==> config.mk <==
export PLATFORM = sky130hd
export DESIGN_NAME = indexed_list_insert_delete_flat
export DESIGN_NICKNAME = d
export VERILOG_FILES = /design/src/hw/rtl/ilid_pkg.sv /design/src/hw/rtl/ilid_cmd_if.sv /design/src/hw/rtl/ilid_rsp_if.sv /design/src/hw/rtl/indexed_list_insert_delete.sv /design/src/hw/rtl/ilid_ram.sv /design/src/flat_wrapper.sv
export SDC_FILE = /design/constraint.sdc
export NUM_CORES = 2
export LEC_CHECK = 0
export BUFFER_PORTS_ARGS = -buffer_cell sky130_fd_sc_hd__buf_2
export CAP_MARGIN = 30
export CORE_MARGIN = 2
export CORE_UTILIZATION = 50
export DETAILED_ROUTE_END_ITERATION = 6
export PLACE_DENSITY = 0.65
export SLEW_MARGIN = 0
export SYNTH_ARGS = -nofsm -noshare
export SYNTH_HDL_FRONTEND = slang
export SYNTH_SLANG_ARGS = --single-unit
==> constraint.sdc <==
create_clock -name clk_i -period 7.4 [get_ports clk_i]
set_input_delay 2.22 -clock clk_i [delete_from_list [all_inputs] [get_ports clk_i]]
set_output_delay 2.22 -clock clk_i [all_outputs]
set_load 0.005 [all_outputs]
==> src/hw/rtl/ilid_pkg.sv <==
// Shared types, codes and constants of the indexed list block.
package ilid_pkg;

  // Default number of entries in the list store.
  localparam int unsigned CAPACITY = 128;

  // Field widths fixed by the item formats.
  localparam int unsigned CMD_W  = 2;
  localparam int unsigned POS_W  = 8;
  localparam int unsigned DATA_W = 32;
  localparam int unsigned STAT_W = 2;
  localparam int unsigned CNT_W  = 8;

  // Command codes; the fourth code is unused and is reported as out of range.
  typedef enum logic [CMD_W-1:0] {
    CMD_INSERT = 2'd0,
    CMD_DELETE = 2'd1,
    CMD_READ   = 2'd2
  } cmd_e;

  // Result status codes.
  typedef enum logic [STAT_W-1:0] {
    ST_DONE  = 2'd0,
    ST_RANGE = 2'd1,
    ST_FULL  = 2'd2
  } status_e;

  // Controller states, one-hot.
  typedef enum logic [1:0] {
    S_IDLE = 2'b01,
    S_BUSY = 2'b10
  } state_e;

endpackage

==> src/hw/rtl/ilid_cmd_if.sv <==
// Command channel: valid/ready handshake carrying one list command.
interface ilid_cmd_if;
  logic                              valid;
  logic                              ready;
  logic [ilid_pkg::CMD_W-1:0]        command;
  logic [ilid_pkg::POS_W-1:0]        position;
  logic signed [ilid_pkg::DATA_W-1:0] value;

  modport source (output valid, command, position, value, input ready);
  modport sink   (input valid, command, position, value, output ready);
endinterface

==> src/hw/rtl/ilid_rsp_if.sv <==
// Response channel: valid/ready handshake carrying one command result.
interface ilid_rsp_if;
  logic                              valid;
  logic                              ready;
  logic [ilid_pkg::STAT_W-1:0]       status;
  logic signed [ilid_pkg::DATA_W-1:0] data_out;
  logic [ilid_pkg::CNT_W-1:0]        count;

  modport source (output valid, status, data_out, count, input ready);
  modport sink   (input valid, status, data_out, count, output ready);
endinterface

==> src/hw/rtl/indexed_list_insert_delete.sv <==
// Top level of the indexed list: command sequencer around the list store RAM.
//
//   Channel  Direction  Fields                       Transfer when
//   cmd_i    in         command, position, value     cmd_i.valid && cmd_i.ready
//   rsp_o    out        status, data_out, count      rsp_o.valid && rsp_o.ready
//
// A command is taken while the sequencer is idle and then sweeps the RAM,
// one read a cycle, with each moved word written back one place up (insert)
// or down (delete) in the cycle after its read. Insert moves the words from
// the given position to the end; delete returns the word at the position and
// moves those after it; read fetches one word. An append at the end or a
// rejected command does no sweep.
// Reset clears the length and the handshake state; the RAM itself is not
// cleared. A result waits in an output register; a stalled response only
// holds the sequencer in its final cycle.
module indexed_list_insert_delete #(
  parameter int unsigned CAPACITY = ilid_pkg::CAPACITY
) (
  input  logic       clk_i,
  input  logic       rst_ni,
  ilid_cmd_if.sink   cmd_i,
  ilid_rsp_if.source rsp_o
);

  localparam int unsigned AW = (CAPACITY > 1) ? $clog2(CAPACITY) : 1;
  localparam int unsigned LW = $clog2(CAPACITY + 1);
  localparam int unsigned CW = ((LW > ilid_pkg::POS_W) ? LW : ilid_pkg::POS_W) + 1;
  localparam int unsigned DW = ilid_pkg::DATA_W;

  ilid_pkg::state_e  state_q, state_d;
  logic              issue_q, issue_d;
  logic              rd_vld_q, rd_vld_d;
  logic              cap_q, cap_d;
  logic              ins_q, ins_d;
  logic              del_q, del_d;
  logic [AW-1:0]     ptr_q, ptr_d;
  logic [AW-1:0]     last_q, last_d;
  logic [AW-1:0]     rd_addr_q, rd_addr_d;
  logic [AW-1:0]     pos0_q, pos0_d;
  logic [DW-1:0]     val_q, val_d;
  logic [DW-1:0]     data_q, data_d;
  ilid_pkg::status_e st_q, st_d;
  logic [LW-1:0]     len_q, len_d;

  logic                          out_vld_q, out_vld_d;
  logic [ilid_pkg::STAT_W-1:0]   out_st_q, out_st_d;
  logic [DW-1:0]                 out_data_q, out_data_d;
  logic [ilid_pkg::CNT_W-1:0]    out_cnt_q, out_cnt_d;

  logic          ram_we, ram_re;
  logic [AW-1:0] ram_waddr;
  logic [DW-1:0] ram_wdata, ram_rdata;

  logic [CW-1:0] pos_ext, len_ext, len_ext_d;
  logic          pos_ok_ins, pos_ok_acc, full;

  ilid_ram #(
    .WIDTH (DW),
    .DEPTH (CAPACITY)
  ) u_store (
    .clk_i   (clk_i),
    .we_i    (ram_we),
    .waddr_i (ram_waddr),
    .wdata_i (ram_wdata),
    .re_i    (ram_re),
    .raddr_i (ptr_q),
    .rdata_o (ram_rdata)
  );

  // Range checks on the incoming position.
  assign pos_ext    = CW'(cmd_i.position);
  assign len_ext    = CW'(len_q);
  assign pos_ok_ins = (pos_ext != '0) && (pos_ext <= len_ext + 1'b1);
  assign pos_ok_acc = (pos_ext != '0) && (pos_ext <= len_ext);
  assign full       = (len_q >= LW'(CAPACITY));
  assign len_ext_d  = CW'(len_d);

  assign cmd_i.ready = (state_q == ilid_pkg::S_IDLE);

  // Sequencer: take a command, sweep the store, then load the result.
  always_comb begin
    state_d    = state_q;
    issue_d    = issue_q;
    rd_vld_d   = 1'b0;
    cap_d      = cap_q;
    ins_d      = ins_q;
    del_d      = del_q;
    ptr_d      = ptr_q;
    last_d     = last_q;
    rd_addr_d  = rd_addr_q;
    pos0_d     = pos0_q;
    val_d      = val_q;
    data_d     = data_q;
    st_d       = st_q;
    len_d      = len_q;
    out_vld_d  = out_vld_q && !rsp_o.ready;
    out_st_d   = out_st_q;
    out_data_d = out_data_q;
    out_cnt_d  = out_cnt_q;
    ram_we     = 1'b0;
    ram_re     = 1'b0;
    ram_waddr  = rd_addr_q;
    ram_wdata  = ram_rdata;

    unique case (state_q)
      ilid_pkg::S_IDLE: begin
        if (cmd_i.valid) begin
          val_d   = cmd_i.value;
          data_d  = '0;
          cap_d   = 1'b0;
          issue_d = 1'b0;
          ins_d   = 1'b0;
          del_d   = 1'b0;
          st_d    = ilid_pkg::ST_RANGE;
          pos0_d  = AW'(pos_ext - 1'b1);
          unique case (ilid_pkg::cmd_e'(cmd_i.command))
            ilid_pkg::CMD_INSERT: begin
              if (pos_ok_ins) begin
                if (full) begin
                  st_d = ilid_pkg::ST_FULL;
                end else begin
                  st_d  = ilid_pkg::ST_DONE;
                  ins_d = 1'b1;
                  // Appending at the end needs no shift.
                  if (pos_ext != len_ext + 1'b1) begin
                    issue_d = 1'b1;
                    ptr_d   = AW'(len_ext - 1'b1);
                    last_d  = AW'(pos_ext - 1'b1);
                  end
                end
              end
            end
            ilid_pkg::CMD_DELETE: begin
              if (pos_ok_acc) begin
                st_d    = ilid_pkg::ST_DONE;
                del_d   = 1'b1;
                cap_d   = 1'b1;
                issue_d = 1'b1;
                ptr_d   = AW'(pos_ext - 1'b1);
                last_d  = AW'(len_ext - 1'b1);
              end
            end
            ilid_pkg::CMD_READ: begin
              if (pos_ok_acc) begin
                st_d    = ilid_pkg::ST_DONE;
                cap_d   = 1'b1;
                issue_d = 1'b1;
                ptr_d   = AW'(pos_ext - 1'b1);
                last_d  = AW'(pos_ext - 1'b1);
              end
            end
            default: begin
            end
          endcase
          state_d = ilid_pkg::S_BUSY;
        end
      end
      ilid_pkg::S_BUSY: begin
        // Issue the next read of the sweep.
        ram_re    = issue_q;
        rd_vld_d  = issue_q;
        rd_addr_d = ptr_q;
        if (issue_q) begin
          if (ptr_q == last_q) begin
            issue_d = 1'b0;
          end else if (ins_q) begin
            ptr_d = ptr_q - 1'b1;
          end else begin
            ptr_d = ptr_q + 1'b1;
          end
        end
        // Returning word: capture it or write it one place over.
        if (rd_vld_q) begin
          if (cap_q) begin
            data_d = ram_rdata;
            cap_d  = 1'b0;
          end else begin
            ram_we    = 1'b1;
            ram_waddr = ins_q ? (rd_addr_q + 1'b1) : (rd_addr_q - 1'b1);
          end
        end else if (!issue_q && (!out_vld_q || rsp_o.ready)) begin
          // Sweep drained: place the new word, update the length, post the result.
          if (ins_q) begin
            ram_we    = 1'b1;
            ram_waddr = pos0_q;
            ram_wdata = val_q;
            len_d     = len_q + 1'b1;
          end
          if (del_q) begin
            len_d = len_q - 1'b1;
          end
          out_vld_d  = 1'b1;
          out_st_d   = st_q;
          out_data_d = data_q;
          out_cnt_d  = len_ext_d[ilid_pkg::CNT_W-1:0];
          state_d    = ilid_pkg::S_IDLE;
        end
      end
      default: begin
        state_d = ilid_pkg::S_IDLE;
      end
    endcase
  end

  // Control registers.
  always_ff @(posedge clk_i or negedge rst_ni) begin
    if (!rst_ni) begin
      state_q   <= ilid_pkg::S_IDLE;
      issue_q   <= 1'b0;
      rd_vld_q  <= 1'b0;
      cap_q     <= 1'b0;
      ins_q     <= 1'b0;
      del_q     <= 1'b0;
      len_q     <= '0;
      out_vld_q <= 1'b0;
    end else begin
      state_q   <= state_d;
      issue_q   <= issue_d;
      rd_vld_q  <= rd_vld_d;
      cap_q     <= cap_d;
      ins_q     <= ins_d;
      del_q     <= del_d;
      len_q     <= len_d;
      out_vld_q <= out_vld_d;
    end
  end

  // Payload registers.
  always_ff @(posedge clk_i) begin
    ptr_q      <= ptr_d;
    last_q     <= last_d;
    rd_addr_q  <= rd_addr_d;
    pos0_q     <= pos0_d;
    val_q      <= val_d;
    data_q     <= data_d;
    st_q       <= st_d;
    out_st_q   <= out_st_d;
    out_data_q <= out_data_d;
    out_cnt_q  <= out_cnt_d;
  end

  assign rsp_o.valid    = out_vld_q;
  assign rsp_o.status   = out_st_q;
  assign rsp_o.data_out = out_data_q;
  assign rsp_o.count    = out_cnt_q;

  // The length never exceeds the store.
  a_len_bound: assert property (@(posedge clk_i) disable iff (!rst_ni)
    len_q <= LW'(CAPACITY))
    else $error("list length beyond capacity");

  // The store is only written while a command is in progress.
  a_no_idle_write: assert property (@(posedge clk_i) disable iff (!rst_ni)
    (state_q == ilid_pkg::S_IDLE) |-> !ram_we)
    else $error("store written while idle");

  // Every write lands inside the store.
  a_write_in_range: assert property (@(posedge clk_i) disable iff (!rst_ni)
    ram_we |-> (ram_waddr < AW'(CAPACITY - 1) || ram_waddr == AW'(CAPACITY - 1)))
    else $error("store write outside capacity");

  // A pending result reports the current length.
  a_count_tracks_len: assert property (@(posedge clk_i) disable iff (!rst_ni)
    out_vld_q |-> (out_cnt_q == len_ext[ilid_pkg::CNT_W-1:0]))
    else $error("result count differs from list length");

  // A word returning from the RAM never coincides with the final write.
  a_read_before_finish: assert property (@(posedge clk_i) disable iff (!rst_ni)
    (rd_vld_q && state_q == ilid_pkg::S_BUSY) |=> (state_q == ilid_pkg::S_BUSY))
    else $error("command finished with a read still in flight");

endmodule

==> src/hw/rtl/ilid_ram.sv <==
// Generic simple dual-port RAM with one write port and a registered read port.
module ilid_ram #(
  parameter int unsigned WIDTH = 32,
  parameter int unsigned DEPTH = 128
) (
  input  logic                     clk_i,
  input  logic                     we_i,
  input  logic [$clog2(DEPTH)-1:0] waddr_i,
  input  logic [WIDTH-1:0]         wdata_i,
  input  logic                     re_i,
  input  logic [$clog2(DEPTH)-1:0] raddr_i,
  output logic [WIDTH-1:0]         rdata_o
);

  logic [WIDTH-1:0] mem_q [DEPTH];
  logic [WIDTH-1:0] rdata_q;

  // Write port.
  always_ff @(posedge clk_i) begin
    if (we_i) begin
      mem_q[waddr_i] <= wdata_i;
    end
  end

  // Registered read port.
  always_ff @(posedge clk_i) begin
    if (re_i) begin
      rdata_q <= mem_q[raddr_i];
    end
  end

  assign rdata_o = rdata_q;

endmodule
==> src/flat_wrapper.sv <==
// flat-port wrapper written by rule: the top's interface ports become plain ports
module indexed_list_insert_delete_flat 
#(
  parameter int unsigned CAPACITY = ilid_pkg::CAPACITY
)
  (clk_i, rst_ni, cmd_i_valid, cmd_i_command, cmd_i_position, cmd_i_value, cmd_i_ready, rsp_o_valid, rsp_o_status, rsp_o_data_out, rsp_o_count, rsp_o_ready);
  ilid_cmd_if cmd_i_i ();
  ilid_rsp_if rsp_o_i ();
  input  logic clk_i;
  input  logic rst_ni;
  input wire logic [$bits(cmd_i_i.valid)-1:0] cmd_i_valid;
  input wire logic [$bits(cmd_i_i.command)-1:0] cmd_i_command;
  input wire logic [$bits(cmd_i_i.position)-1:0] cmd_i_position;
  input wire logic [$bits(cmd_i_i.value)-1:0] cmd_i_value;
  output wire logic [$bits(cmd_i_i.ready)-1:0] cmd_i_ready;
  output wire logic [$bits(rsp_o_i.valid)-1:0] rsp_o_valid;
  output wire logic [$bits(rsp_o_i.status)-1:0] rsp_o_status;
  output wire logic [$bits(rsp_o_i.data_out)-1:0] rsp_o_data_out;
  output wire logic [$bits(rsp_o_i.count)-1:0] rsp_o_count;
  input wire logic [$bits(rsp_o_i.ready)-1:0] rsp_o_ready;
  assign cmd_i_i.valid = cmd_i_valid;
  assign cmd_i_i.command = cmd_i_command;
  assign cmd_i_i.position = cmd_i_position;
  assign cmd_i_i.value = cmd_i_value;
  assign cmd_i_ready = cmd_i_i.ready;
  assign rsp_o_valid = rsp_o_i.valid;
  assign rsp_o_status = rsp_o_i.status;
  assign rsp_o_data_out = rsp_o_i.data_out;
  assign rsp_o_count = rsp_o_i.count;
  assign rsp_o_i.ready = rsp_o_ready;
  indexed_list_insert_delete #(.CAPACITY(CAPACITY)) u_core (.clk_i(clk_i), .rst_ni(rst_ni), .cmd_i(cmd_i_i), .rsp_o(rsp_o_i));
endmodule
* Word level (Yosys, flattened, before mapping)
Memory sizes are Yosys's and may differ from the RTL's. A register that Yosys moved wholly into a read port is not among the register bits.
Index checks and enable logic that the tools add are counted.
** Word-level totals
- Bits in registers :: 152
- Memory bits (writable) :: 4096
- Word-level logic and storage cells :: 146
- Memories :: 1
** Memories
- u_core.u_store.mem_q :: words 128, bits a word 32, rd ports 1, clocked after Yosys merged registers in 1, write ports 1, line ilid_ram.sv:15 : logic [WIDTH-1:0] mem_q [DEPTH];
** Operators by class
- Add/sub/neg operators :: 9
- Order comparisons :: 3
- Equality and inequality tests :: 23
- Muxes and demuxes :: 70
- Bitwise operators :: 1
- Reductions and logical operators :: 21
** Operators with widths (count)
- 2-to-1 mux 32 bit :: 7
- 2-to-1 mux 7 bit :: 18
- one-hot mux 32 bit (2 select lines) :: 1
- 2-to-1 mux 8 bit :: 5
- one-hot mux 7 bit (2 select lines) :: 2
- subtractor 7 x 1 -> 7 bit, second input constant :: 4
- 2-to-1 mux 1 bit :: 26
- one-hot mux 7 bit (3 select lines) :: 1
- != test 2 x 1 -> 1 bit, second input constant :: 8
- adder 7 x 1 -> 7 bit, second input constant :: 2
- != test 3 x 2 -> 1 bit, second input constant :: 4
- 2-to-1 mux 2 bit :: 5
- adder 8 x 1 -> 9 bit, second input constant :: 1
- <= comparator 8 x 9 -> 1 bit :: 1
- != test 8 x 9 -> 1 bit :: 1
- AND reduction 3 bit :: 3
- AND reduction 9 bit :: 1
- nonzero test 9 bit :: 1
- adder 8 x 1 -> 8 bit, second input constant :: 1
- >= comparator 8 bit, second input constant :: 1
- <= comparator 8 bit :: 1
- != test 2 bit, second input constant :: 4
- one-hot mux 2 bit (2 select lines) :: 2
- AND reduction 8 bit :: 1
- other kinds (16) :: 26

* Depth between registers and ports, before layout
- Depth in word-level cells :: 8
- Gate-level depth with buffers :: 11
- Mapped depth without buffers :: 11

* Cells and area by module
A second synthesis with hierarchy kept.
** Second synthesis, totals
- Cell total of the unflattened synthesis :: 6632
- Area total of the unflattened synthesis :: 164103.6 µm²
** Modules (own cells, without submodules)
- ilid_ram :: times used 1, cells each 5990, area each 156596.4 µm², seq. area each 123958.9 µm²
- indexed_list_insert_delete :: times used 1, cells each 642, area each 7507.2 µm², seq. area each 4485.6 µm²

* Least setup slack after synthesis
OpenSTA, ideal clock, no wires.
- Kind :: in2reg
- From :: in rsp_o_ready
- To :: mem u_core.u_store.mem_q[37][0], enable pin
- Library setup time :: 0.502 ns
- Data arrival time :: 6.556 ns
- Required time :: 6.898 ns
- Path slack :: 0.343 ns
- Stages on the path :: 7
- Buffers on the path :: 1
- Path through :: nor2b_1 > nor3_4 > a21oi_1 > o31a_2 > nand3_2 > buf_2 > nor4_1
** Between the ends
- Word-level cells in the longest chain between the ends :: 7
- Elaborated cells on any way between the ends :: 10
** RTL lines
- start, declared :: line flat_wrapper.sv:20 : input wire logic [$bits(rsp_o_i.ready)-1:0] rsp_o_ready;
- logical OR 1 bit * :: line indexed_list_insert_delete.sv:181 : end else if (!issue_q && (!out_vld_q || rsp_o.ready)) begin
- logical AND 1 bit * :: line indexed_list_insert_delete.sv:181
- 2-to-1 mux 1 bit :: line indexed_list_insert_delete.sv:181
- 2-to-1 mux 1 bit :: line indexed_list_insert_delete.sv:173 : if (rd_vld_q) begin
- 2-to-1 mux 1 bit :: line indexed_list_insert_delete.sv:105 : unique case (state_q)
- 2-to-1 mux 1 bit :: line ilid_ram.sv:20 : if (we_i) begin
- 2-to-1 mux 1 bit (implied by the code) :: line ilid_ram.sv:21 : mem_q[waddr_i] <= wdata_i;
- end, declared :: line ilid_ram.sv:15
Mark *: on every way between the ends. The rest lies on a longest branch, timed or not.

* Final worst setup path
- From :: in rsp_o_ready
- To :: mem u_core.u_store.mem_q[99][23], enable pin
Same word-level chain as after synthesis.

==> results.toml <==
[clock_tree]
post_cts_resized = 0
cts.sinks = 4280
cts_tree = "yes"
numCtsBuffers = 411
cts_setup_buffers = 0
hold_buffers = 0
clock_path_buffers = 4
cts_htree_levels = 5
cts.clk_slew.worst_paths_ps = 60
cts_root_buf = "clkbuf_16"
clock_latency_ps = 970

[global_route]
gr-total-overflow = 0
grt_pass1_vias = 85000
grt_max_degree = 138
grt.total_usage = 0.256
antenna_found_initial = 22
grt_first_pass_wirelength_mm = 621

[drt]
vias_per_cell = 6.21
drc = 0
routed_wl_mm = 444
dr.first_iter.drc_count = 11200
drt-pass1-iter-count = 6
drtAntennaViolNets = 0
wl_per_cell_um = 31.5
num_vias = 87700

[final_layout]
final_net_count = 9467
fill_cells = 24600
syn2layout_area_growth_pct = 13.0
stdcell_count = 14100
drive_gt1_frac = 0.212

[synth]
synthArstFlopShare = 0.00374
synth_cells = 9004
ys.flop_type = "edfxtp_1"
synth_edf_count = 4264
syn-num-nets = 9086
ys_seq_elements = 4280
synth.cell_area_sq_mm = 0.167
postSynthAreaPerCell_sq_um = 18.5
ys.warnings.count = 0
ys_seq_area_frac = 0.770
yosysUniqueCellTypes = 77

[sta]
fin_crit_ps = 4980
tns_ps = 0
hold_ws_ps = 421
rsz0062_at_grt = "false"
worst_slew_pin_slew_ps = 1060
fmax_mhz = 201
setup_viol = 0
finalHoldViolCount = 0
relSlewSlack = 0.291
skew_ps = 27.1
fin_crit_sh = 0.674
fin_ws_ps = 2420
drv_slew = 0

[critical_path]
cp-start-kind = "primary input"
path_class = "primary input to flop"
crit_fanout = 32
timing.rr.start = "u_core.ins_q$_DFFE_PN0P_"
critPathRequiredTime_ps = 7980
startpoint = "rsp_o_ready"
cp.arrival_ps = 5560
cp-end-kind = "flop"

[die]
fp-row-count = 212
die-area_sq_mm = 0.338
die_h_um = 582
die_width_um = 582
core_area_sq_mm = 0.333
ioPinCount = 90
initial_core_util = 0.501

[placement]
io_buffers = 89
place_congestion = 0.927
dpl.cell_count = 13300
hpwl_mm = 258
pre_cts_ws_ps = 1530

[status]
status = "finished, final reports clean"

[power_and_ir_drop]
ir_drop_v = 0.000194
p_leak_nw = 62.3
powerDensity_mw_per_mm2 = 307

[worst_hold_path]
min_from = "u_core.data_q[14]$_SDFFCE_PN0P_"
holdCritPathClass = "flop to flop"

[run]
drv_cap = 0
==> flip-flops by register name, summed over array words and instances, names as in the netlist, 2 cells and up <==
name                    cells
u_core.u_store.rdata_o     32
u_core.u_store.mem_q     4096
u_core.val_q               32
u_core.rsp_o.count          8
u_core.pos0_q               7
u_core.len_q                8
u_core.ptr_q                7
u_core.last_q               7
u_core.rsp_o.status         2
u_core.st_q                 2
u_core.data_q              32
u_core.rd_addr_q            7
u_core.rsp_o.data_out      32
u_core.state_q              2
==> where the power goes <==
part / switching, mW / leakage, nW / internal (mW)
logic: 6.54 / 17.4 / 3.49
registers: 0.250 / 38.5 / 27.0
clock network: 8.82 / 6.40 / 11.7
==> cell usage in the layout (no fill, tap or decap), types with 118 or more instances in the layout <==
master and n:
a21oi_1 167, a22o_1 124, a22oi_1 386, and3_1 127, buf_2 118, buf_4 338, clkbuf_16 418, edfxtp_1 4264
mux2_2 752, mux2i_1 1297, nand2_1 165, nand4_1 163, o22ai_1 379
==> routing by layer <==
metal,GRT usage,up-vias,share of wire
met1,0.357,45400,0.40
li1,-,37300,-
met4,0.0872,4,0.038
met3,0.0534,649,0.098
met2,0.402,4300,0.46
met5,0,-,0.000061
==> worst max-delay path: stages <==
cell	delay, ps
buf_2	220
nor2b_1	130
nor3_4	410
a31oi_1	180
nor2_1	360
nand3_2	800
buf_4	460
nor4_4	220
buf_4	510
==> cell families (layout without fill, tap and decap cells) <==
group                      after synthesis  after routing  share of synthesized area
DFF                                   4280           4280                      0.770
AOI/OAI and AO/OA                     1134           1134                     0.0469
adders and majority gates               36             36                    0.00279
other                                    0              7                          0
buffers and inverters                  567           1283                     0.0154
xor gates and xnor gates                34             34                    0.00179
muxes                                 2082           2082                      0.131
and+or+nand+nor                        871            871                     0.0320
==> cell type report <==
class                   count  area, sq um  share of cell area
diodes                      7         17.5           0.0000930
clock buffers             505        10800              0.0574
clock inverters           243         2290              0.0121
inverters                  32          120            0.000638
multi-input cells        4157        37100               0.197
flip-flops and latches   4280       128000               0.682
well taps                4387         5490              0.0291
repair buffers            503         4170              0.0221
==> synth_stat cells (all sizes together), types with 15 or more instances <==
| cell type | count | area share |
|---|---|---|
| mux2 | 785 | 0.053 |
| edfxtp | 4264 | 0.77 |
| clkbuf | 229 | 0.0052 |
| nor3 | 21 | 0.00070 |
| nand3 | 18 | 0.00078 |
| a21oi | 168 | 0.0051 |
| inv | 31 | 0.00070 |
| a22o | 124 | 0.0065 |
| ha | 34 | 0.0026 |
| a22oi | 386 | 0.017 |
| and2 | 34 | 0.0013 |
| buf | 306 | 0.0095 |
| o21ai | 20 | 0.00062 |
| nor2 | 41 | 0.00092 |
| nand4 | 163 | 0.0061 |
| nand2 | 166 | 0.0037 |
| and3 | 127 | 0.0048 |
| nor4 | 256 | 0.012 |
| xnor2 | 23 | 0.0012 |
| o22ai | 379 | 0.014 |
| dfrtp | 15 | 0.0023 |
| mux2i | 1297 | 0.078 |
==> per-stage QoR <==
step / instance area [sq um] / util / total power [mW]
finish: 188000 / 0.566 / 57.8
global route: 188000 / 0.566 / 59.2
CTS: 188000 / 0.565 / 57.9
detailed placement: 175000 / 0.526 / 37.6
global placement: 175000 / 0.525 / 37.3
floorplan: 167000 / - / 33.4
==> path summary, 6_finish.rpt <==
kind,end,slack (ps),depth (start not counted)
hold / removal,u_core.rsp_o.data_out[14]$_DFFE_PP_,420,0
max in group asynchronous,u_core.state_q[0]$_DFFE_PN1P_,5860,1
hold reg to reg,u_core.rsp_o.data_out[14]$_DFFE_PP_,420,0
setup / recovery,u_core.u_store.mem_q[99][23]$_DFFE_PP_,2420,9
min in group asynchronous,u_core.len_q[6]$_DFF_PN0_,1200,1
setup reg to reg,u_core.u_store.mem_q[84][6]$_DFFE_PP_,2570,11
Power figures use the tool's default switching activity.
